`src/hdl/u8dec_pkg.sv`:
```
// Package with the status codes and byte constants of the UTF-8 code point decoder.
package u8dec_pkg;

   // Result status codes.
   typedef enum logic [2:0] {
      STATUS_OK            = 3'd0,
      STATUS_STRAY_CONT    = 3'd1,
      STATUS_LEAD_TOO_LONG = 3'd2,
      STATUS_UNEXPECTED_END = 3'd3,
      STATUS_EXPECTED_CONT = 3'd4,
      STATUS_ABOVE_MAX     = 3'd5
   } status_type;

   localparam int unsigned BYTE_WIDTH = 8;
   localparam int unsigned CP_WIDTH   = 21;
   localparam int unsigned REM_WIDTH  = 2;
   localparam int unsigned CONT_BITS  = 6;

   // Top two bits of a continuation byte.
   localparam logic [1:0] CONT_TAG = 2'b10;

   // Largest valid code point.
   localparam logic [CP_WIDTH-1:0] CP_MAX = 21'h10FFFF;

   // Continuation counts set by the lead byte.
   localparam logic [REM_WIDTH-1:0] REM_IDLE  = 2'd0;
   localparam logic [REM_WIDTH-1:0] REM_ONE   = 2'd1;
   localparam logic [REM_WIDTH-1:0] REM_TWO   = 2'd2;
   localparam logic [REM_WIDTH-1:0] REM_THREE = 2'd3;

endpackage

```
`src/hdl/utf8_code_point_decoder_top.sv`:
```
// UTF-8 byte stream to code point decoder with input and result registers.
//
//   channel | direction | ports                                   | moves
//   req     | in        | req_valid, req_stall, req_byte_value,   | one byte or end marker
//           |           | req_is_end                              |
//   rsp     | out       | rsp_valid, rsp_stall, rsp_code_point,   | one code point or error
//           |           | rsp_status                              |
//
// Each byte is held in the input register, then the decode logic loads the
// result register when the byte completes a code point or yields an error.
// One byte is accepted every cycle while the result side is not stalled.
// Reset is synchronous and active high; it empties both registers and
// returns the decoder to idle with an empty accumulator.
// A stall on the result side holds the result and backs up into req_stall.
module utf8_code_point_decoder_top (
   input  logic                                clock,
   input  logic                                reset,
   input  logic                                req_valid,
   output logic                                req_stall,
   input  logic [u8dec_pkg::BYTE_WIDTH-1:0]    req_byte_value,
   input  logic                                req_is_end,
   output logic                                rsp_valid,
   input  logic                                rsp_stall,
   output logic [u8dec_pkg::CP_WIDTH-1:0]      rsp_code_point,
   output logic [2:0]                          rsp_status
);

   // Input register.
   logic                                in_valid_ff, in_valid_in;
   logic [u8dec_pkg::BYTE_WIDTH-1:0]    in_byte_ff;
   logic                                in_end_ff;

   // Decoder state.
   logic [u8dec_pkg::REM_WIDTH-1:0]     remaining_ff, remaining_in;
   logic [u8dec_pkg::CP_WIDTH-1:0]      acc_ff, acc_in;

   // Result register.
   logic                                out_valid_ff, out_valid_in;
   logic [u8dec_pkg::CP_WIDTH-1:0]      out_cp_ff;
   u8dec_pkg::status_type               out_status_ff;

   // Decode results for the byte in the input register.
   logic                                dec_emit;
   logic [u8dec_pkg::CP_WIDTH-1:0]      dec_cp;
   u8dec_pkg::status_type               dec_status;
   logic [u8dec_pkg::CP_WIDTH-1:0]      acc_shifted;

   logic                                req_xfer;
   logic                                advance;

   // The decode stage moves when the result register is free or being emptied.
   assign advance   = in_valid_ff && (!out_valid_ff || !rsp_stall);
   assign req_stall = in_valid_ff && !advance;
   assign req_xfer  = req_valid && !req_stall;

   assign acc_shifted = {acc_ff[u8dec_pkg::CP_WIDTH-u8dec_pkg::CONT_BITS-1:0],
                         in_byte_ff[u8dec_pkg::CONT_BITS-1:0]};

   // Decode one byte against the current state.
   always_comb begin
      remaining_in = remaining_ff;
      acc_in       = acc_ff;
      dec_emit     = 1'b0;
      dec_cp       = '0;
      dec_status   = u8dec_pkg::STATUS_OK;
      if (in_end_ff) begin
         if (remaining_ff != u8dec_pkg::REM_IDLE) begin
            remaining_in = u8dec_pkg::REM_IDLE;
            acc_in       = '0;
            dec_emit     = 1'b1;
            dec_status   = u8dec_pkg::STATUS_UNEXPECTED_END;
         end
      end else if (remaining_ff == u8dec_pkg::REM_IDLE) begin
         if (!in_byte_ff[7]) begin
            dec_emit = 1'b1;
            dec_cp   = {{(u8dec_pkg::CP_WIDTH-u8dec_pkg::BYTE_WIDTH){1'b0}}, in_byte_ff};
         end else if (in_byte_ff[7:6] == u8dec_pkg::CONT_TAG) begin
            acc_in     = '0;
            dec_emit   = 1'b1;
            dec_status = u8dec_pkg::STATUS_STRAY_CONT;
         end else if (!in_byte_ff[5]) begin
            remaining_in = u8dec_pkg::REM_ONE;
            acc_in       = {16'd0, in_byte_ff[4:0]};
         end else if (!in_byte_ff[4]) begin
            remaining_in = u8dec_pkg::REM_TWO;
            acc_in       = {17'd0, in_byte_ff[3:0]};
         end else if (!in_byte_ff[3]) begin
            remaining_in = u8dec_pkg::REM_THREE;
            acc_in       = {18'd0, in_byte_ff[2:0]};
         end else begin
            acc_in     = '0;
            dec_emit   = 1'b1;
            dec_status = u8dec_pkg::STATUS_LEAD_TOO_LONG;
         end
      end else if (in_byte_ff[7:6] != u8dec_pkg::CONT_TAG) begin
         remaining_in = u8dec_pkg::REM_IDLE;
         acc_in       = '0;
         dec_emit     = 1'b1;
         dec_status   = u8dec_pkg::STATUS_EXPECTED_CONT;
      end else begin
         remaining_in = remaining_ff - u8dec_pkg::REM_ONE;
         acc_in       = acc_shifted;
         if (remaining_ff == u8dec_pkg::REM_ONE) begin
            acc_in   = '0;
            dec_emit = 1'b1;
            if (acc_shifted > u8dec_pkg::CP_MAX) begin
               dec_status = u8dec_pkg::STATUS_ABOVE_MAX;
            end else begin
               dec_cp = acc_shifted;
            end
         end
      end
   end

   // Valid bits of the two registers.
   always_comb begin
      in_valid_in = in_valid_ff;
      if (req_xfer) begin
         in_valid_in = 1'b1;
      end else if (advance) begin
         in_valid_in = 1'b0;
      end
      out_valid_in = out_valid_ff;
      if (advance) begin
         out_valid_in = dec_emit;
      end else if (!rsp_stall) begin
         out_valid_in = 1'b0;
      end
   end

   // Control state.
   always_ff @(posedge clock) begin
      if (reset) begin
         in_valid_ff  <= 1'b0;
         out_valid_ff <= 1'b0;
         remaining_ff <= u8dec_pkg::REM_IDLE;
         acc_ff       <= '0;
      end else begin
         in_valid_ff  <= in_valid_in;
         out_valid_ff <= out_valid_in;
         if (advance) begin
            remaining_ff <= remaining_in;
            acc_ff       <= acc_in;
         end
      end
   end

   // Payload registers.
   always_ff @(posedge clock) begin
      if (req_xfer) begin
         in_byte_ff <= req_byte_value;
         in_end_ff  <= req_is_end;
      end
      if (advance && dec_emit) begin
         out_cp_ff     <= dec_cp;
         out_status_ff <= dec_status;
      end
   end

   assign rsp_valid      = out_valid_ff;
   assign rsp_code_point = out_cp_ff;
   assign rsp_status     = out_status_ff;

`ifndef SYNTHESIS
   // An error result never carries a code point.
   assert property (@(posedge clock) disable iff (reset)
      (rsp_valid && rsp_status != u8dec_pkg::STATUS_OK) |-> (rsp_code_point == '0))
      else $error("error result with nonzero code point");

   // A good result never lies above the code point range.
   assert property (@(posedge clock) disable iff (reset)
      (rsp_valid && rsp_status == u8dec_pkg::STATUS_OK) |-> (rsp_code_point <= u8dec_pkg::CP_MAX))
      else $error("code point above range reported as good");

   // The accumulator is empty whenever the decoder is idle.
   assert property (@(posedge clock) disable iff (reset)
      (remaining_ff == u8dec_pkg::REM_IDLE) |-> (acc_ff == '0))
      else $error("accumulator holds bits while idle");

   // An end marker always leaves the decoder idle.
   assert property (@(posedge clock) disable iff (reset)
      (advance && in_end_ff) |=> (remaining_ff == u8dec_pkg::REM_IDLE))
      else $error("decoder not idle after end of stream");

   // The decode stage never moves while a stalled result is waiting.
   assert property (@(posedge clock) disable iff (reset)
      (out_valid_ff && rsp_stall) |-> !advance)
      else $error("decode stage advanced over a stalled result");
`endif

endmodule
```
`config.mk`:
```
export PLATFORM = sky130hd
export DESIGN_NAME = utf8_code_point_decoder_top
export DESIGN_NICKNAME = d
export VERILOG_FILES = /design/src/hdl/u8dec_pkg.sv /design/src/hdl/utf8_code_point_decoder_top.sv
export SDC_FILE = /design/constraint.sdc
export NUM_CORES = 1
export LEC_CHECK = 0
export ABC_AREA = 1
export BUFFER_PORTS_ARGS = -buffer_cell sky130_fd_sc_hd__buf_2
export CORE_ASPECT_RATIO = 0.75
export CORE_MARGIN = 2
export CORE_UTILIZATION = 45
export CTS_CLUSTER_SIZE = 16
export DETAILED_ROUTE_END_ITERATION = 8
export GPL_TIMING_DRIVEN = 0
export PLACE_DENSITY = 0.67
export SYNTH_ARGS = -nofsm -noshare
export SYNTH_HDL_FRONTEND = slang
export SYNTH_SLANG_ARGS = --single-unit
```
`constraint.sdc`:
```
create_clock -name clock -period 2.8 [get_ports clock]
set_input_delay 0.28 -clock clock [delete_from_list [all_inputs] [get_ports clock]]
set_output_delay 0.28 -clock clock [all_outputs]
set_load 0.02 [all_outputs]
```
Word-level counts from Yosys, hierarchy flattened
Index checks and enable logic that the tools add are counted.
- flip-flop bits (word level): 52
- input bits: 13
- logic and storage cells: 81
- add/sub/neg operators: 1
- order comparisons: 1
- eq/ne operators: 8
- muxes and demuxes: 49
- reductions and logical operators: 14
- operators by type and width (cell ; count):
    15-bit 2-to-1 mux ; 6
    21-bit 2-to-1 mux ; 4
    2-bit 2-to-1 mux ; 15
    21-bit greater-than comparator (second input constant) ; 1
    3-bit 2-to-1 mux ; 6
    1-bit 2-to-1 mux ; 14
    5-bit 2-to-1 mux ; 2
    7-bit 2-to-1 mux ; 1
    3-bit inequality test (second input constant) ; 2
    5-bit inequality test (second input constant) ; 1
    5-bit AND reduction ; 1
    1-bit logical AND ; 4
    1-bit logical NOT ; 4
    4-bit 2-to-1 mux ; 1
    2-bit by 1-bit inequality test with 1-bit output (second input constant) ; 2
    2-bit nonzero test ; 2
    3-bit AND reduction ; 1
    2-bit by 1-bit equality test with 1-bit output (second input constant) ; 1
    2-bit equality test (second input constant) ; 1
    2-bit logical NOT ; 1
    2-bit inequality test (second input constant) ; 1
    2-bit by 1-bit subtractor with 2-bit output (second input constant) ; 1
    1-bit logical OR ; 1

Longest topological paths before layout
- depth in word-level cells: 8
- gate-level depth with buffers: 9

Least setup slack after synthesis
No wires, ideal clock.
- path type: register to register
- start point: reg remaining_ff[0] (netlist name)
- end point: reg out_cp_ff (netlist bit rsp_code_point[0]), enable pin
- setup time: 0.406 ns
- data arrival time: 2.026 ns
- required time: 2.394 ns
- slack: 0.368 ns
- cell stages (with the launch flop): 8
- clock period less this slack: 2.432 ns
- cell sequence: dfxtp_1 inv_1 ha_1 nand2_1 inv_1 nor2_1 nand2_1 nor2_1
- word-level cells in the longest chain between the ends: 6
- elaborated cells on any way between the ends: 9
- classes of those cells: eq/ne: 1; mux: 5; reduce/logical: 3
- ends and longest elaborated chain (what ; line ; source):
    from (decl) ; utf8_code_point_decoder_top.sv:34 ; logic [u8dec_pkg::REM_WIDTH-1:0] remaining_ff, remaining_in;
    from (signal assigned) ; utf8_code_point_decoder_top.sv:136 ; remaining_ff <= u8dec_pkg::REM_IDLE;
    from (signal assigned) ; utf8_code_point_decoder_top.sv:142 ; remaining_ff <= remaining_in;
    2-bit by 1-bit equality test with 1-bit output ; utf8_code_point_decoder_top.sv:103 ; if (remaining_ff == u8dec_pkg::REM_ONE) begin
    1-bit 2-to-1 mux ; utf8_code_point_decoder_top.sv:103 ;
    1-bit 2-to-1 mux ; utf8_code_point_decoder_top.sv:95 ; end else if (in_byte_ff[7:6] != u8dec_pkg::CONT_TAG) begin
    1-bit 2-to-1 mux ; utf8_code_point_decoder_top.sv:73 ; end else if (remaining_ff == u8dec_pkg::REM_IDLE) begin
    1-bit 2-to-1 mux (*) ; utf8_code_point_decoder_top.sv:66 ; if (in_end_ff) begin
    1-bit logical AND (*) ; utf8_code_point_decoder_top.sv:154 ; if (advance && dec_emit) begin
    to (signal assigned) ; utf8_code_point_decoder_top.sv:155 ; out_cp_ff <= dec_cp;
    to (decl) ; utf8_code_point_decoder_top.sv:39 ; logic [u8dec_pkg::CP_WIDTH-1:0] out_cp_ff;
Mark *: on every way between the ends. The rest lies on a longest branch, timed or not.
A chain may end at the register's enable or synchronous reset.

Final worst setup path
- start point: reg remaining_ff[0] (netlist name)
- end point: reg out_status_ff[1] (netlist: rsp_status[1]), enable pin
- word-level cells in the longest chain between the ends: 6
- elaborated cells on any way between the ends: 9
- classes of those cells: eq/ne: 1; mux: 5; reduce/logical: 3
- ends and longest elaborated chain (what ; line ; source):
    2-bit by 1-bit equality test with 1-bit output ; utf8_code_point_decoder_top.sv:103 ;
    1-bit 2-to-1 mux ; utf8_code_point_decoder_top.sv:103 ;
    1-bit 2-to-1 mux ; utf8_code_point_decoder_top.sv:95 ;
    1-bit 2-to-1 mux ; utf8_code_point_decoder_top.sv:73 ;
    1-bit 2-to-1 mux (*) ; utf8_code_point_decoder_top.sv:66 ;
    1-bit logical AND (*) ; utf8_code_point_decoder_top.sv:154 ;
    to (signal assigned) ; utf8_code_point_decoder_top.sv:156 ; out_status_ff <= dec_status;
    to (decl) ; utf8_code_point_decoder_top.sv:40 ; u8dec_pkg::status_type out_status_ff;
Marks and branches as above.

==> impl_metrics.csv <==
group,metric,value,unit
power,leakagePower,1.03,nW
synthesis,yosysTopAreaCellShare,45.6,%
routing,route.vias.total,1572,
routing,wl_per_cell,11.9,um
synthesis,syn_area_per_cell,9.65,sq um
routing,wl_met3,245,um
floorplan,die_w,84.2,um
setup_path,worstPathCellList,"inv_1 -> ha_1 -> nand2_1 -> inv_1 -> nor2_1 -> nand2_1 -> nor2_2 -> buf_8",
sta,grt_setup_unrepaired,"false",
cells_and_area,final_common_cell,"nand2_1",
synthesis,synth_fp_nets,240,
floorplan,dieArea,0.00540,sq mm
routing,highest_layer,"met4",
clocking,cts_tree,"yes",
clocking,clk_pin_slew,0.09,ns
synthesis,synth-warning-count,0,
sta,maxSlewHeadroom,66.1,%
clocking,ctsRootBufferMaster,"clkbuf_8",
setup_path,cp-end-kind,"flop",
routing,dr.pass1.iters,4,
floorplan,io_pins,39,
cells_and_area,final_util,55.7,%
cells_and_area,finalNetCount,286,
clocking,cts_buffer_depth,2,
power,irDropWorstVdd,358,uV
global_routing,grt_pass1_vias,1492,
setup_path,cpPeakStageDelay,0.41,ns
placed_design,dp_hpwl,2950,um
power,power,1.40,mW
synthesis,yosysTopAreaCell,"edfxtp_1",
sta,finalCritPeriodShare,74.8,%
routing,drt-vias-per-instance,4.78,
synthesis,yosys_register_bits,52,
setup_path,critPathRequiredTime,2.81,ns
floorplan,placementRows,21,
floorplan,fp.dieH,64.2,um
synthesis,synth-async-reset-ratio,0,%
synthesis,synth_area,0.00217,sq mm
synthesis,synthFlopType,"edfxtp_1",
routing,first_iter_violations,91,
placed_design,gp_congestion,0.885,
setup_path,critPathMaxFanout,17,
global_routing,grt_first_pass_wirelength,6910,um
setup_path,critical_path_class,"flop to flop",
routing,final_antenna_net_count,0,
placed_design,port_buffers,38,
synthesis,ys_seq_area_share,63.1,%
global_routing,gr-total-overflow,0,
synthesis,synthTopCellsByArea,"edfxtp_1 46%, dfxtp_1 18%, nand2_1 7.9%, a21oi_1 5.3%, inv_1 5.2%",
cells_and_area,syn2layout_area_growth,16.6,%
setup_path,start_kind,"flop",
routing,routed_wl,3910,um
cells_and_area,drive_above_1_share,22.4,%
cells_and_area,layout_common_cells,"46 x nand2_1, 40 x buf_2, 33 x edfxtp_1, 30 x inv_1, 26 x nor2_1",
sta,finClkSkew,0.00757,ns
clocking,worstSkewPairLatency,0.30,ns
routing,wl_met2,1650,um
cells_and_area,fillers,413,
clocking,postCtsHoldBufs,0,
clocking,cts.sinks,52,
synthesis,yosysUniqueCellTypes,19,
floorplan,start_util,47.8,%
routing,drc,0,
flow_run,cap_violations,0,
sta,worst_pin_slew,0.509,ns
sta,fin_crit,2.09,ns
global_routing,grt_usage,16.5,%
synthesis,synth-edff-count,33,
sta,fmax,0.478,GHz
sta,setup_violations,0,
sta,slew_violations,0,
clocking,numCtsBuffers,5,
sta,hold_viol,0,
power,p_per_area,554,mW/mm^2
global_routing,antenna_found_initial,0,
clocking,ctsResizeCount,0,
min_path,hold_path.class,"input port to flop",
synthesis,synth_cells,225,
setup_path,critPathArrivalTime,2.10,ns
routing,met1_length,1940,um
outcome,status,"completed",
floorplan,coreArea,0.00455,sq mm
cells_and_area,n_antenna_cell,0,
clocking,htree_levels,2,
setup_path,critPathSlowestCell,"nor2_2",
global_routing,grt_max_degree,18,
clocking,post_cts_buffers,0,
==> synthesized netlist by cell type (2+ instances only) <==
library cell  instances
a21boi_1              2
a21oi_1              23
a21oi_2               2
buf_2                 2
buf_6                 2
dfxtp_1              19
edfxtp_1             33
ha_1                  2
inv_1                30
inv_2                 3
nand2_1              46
nand2_4               2
nand3_1              19
nor2_1               27
nor2_2                2
nor2_4                2
o21ai_0               7
==> flip-flops by register name, summed over array words and instances (netlist names) <==
name            flops
acc_ff             15
remaining_ff        2
rsp_status          3
in_valid_ff         1
rsp_valid           1
in_byte_ff          8
in_end_ff           1
rsp_code_point     21
==> path summary, 6_finish.rpt <==
path	depth (start not counted)	from	slack (ns)	end
worst max-delay path	8	remaining_ff[0]	0.71	rsp_status[1]
worst min-delay path	1	req_byte_value[2]	0.14	in_byte_ff[2]
worst max register to register	8	remaining_ff[0]	0.71	rsp_status[1]
worst min register to register	2	acc_ff[9]	0.47	acc_ff[9]
==> critical path: cells and delay by family, from the launching register on <==
kind          cells  cell delay [ns]
buf+inv           3             0.35
fa+ha+maj         1             0.24
flops             1             0.36
simple gates      4             0.85
==> layer usage <==
metal  vias up  global-route usage [%]
li1        823                       -
met1       704                    23.7
met2        39                    23.7
met3         6                    4.13
met4         0                    7.26
met5         -                       0
==> power breakdown <==
| part | total (mW) | switching (mW) | internal, mW |
|---|---|---|---|
| combinational | 0.141 | 0.0956 | 0.0459 |
| clock | 0.400 | 0.225 | 0.176 |
| sequential | 0.861 | 0.0160 | 0.845 |
| total | 1.40 | 0.336 | 1.07 |
==> stage by stage <==
stage	setup TNS (ns)	area, sq um	hold slack, ns	std cells	worst slack, ns
3_5_place_dp	0	2450	0.458	321	0.705
4_1_cts	0	2530	0.137	329	0.685
5_1_grt	0	2530	0.133	329	0.507
2_1_floorplan	0	2170	0.349	225	0.368
6_report	0	2530	0.144	329	0.706
3_3_place_gp	-4.95	2430	0.453	320	-0.205
==> layout make-up <==
cell class              instances  area [sq um]  area share (%)
well taps                      57          71.3            2.82
inverters                      33           124            4.89
multi-input cells             135           643            25.4
plain buffers                   5          36.3            1.43
clock inverters                 1          5.00           0.198
repair buffers                 39           205            8.10
flip-flops and latches         52          1370            54.2
clock buffers                   7          76.3            3.01
==> cells by family (layout without fill, tap and decap cells) <==
kind of cell,after synthesis,after routing,synth area share [%]
compound gates,34,34,8.41
fa+ha+maj,2,2,1.15
buf+inv,38,85,7.37
flops,52,52,63.1
simple gates,99,99,19.9
(Power assumes the default switching activity.)
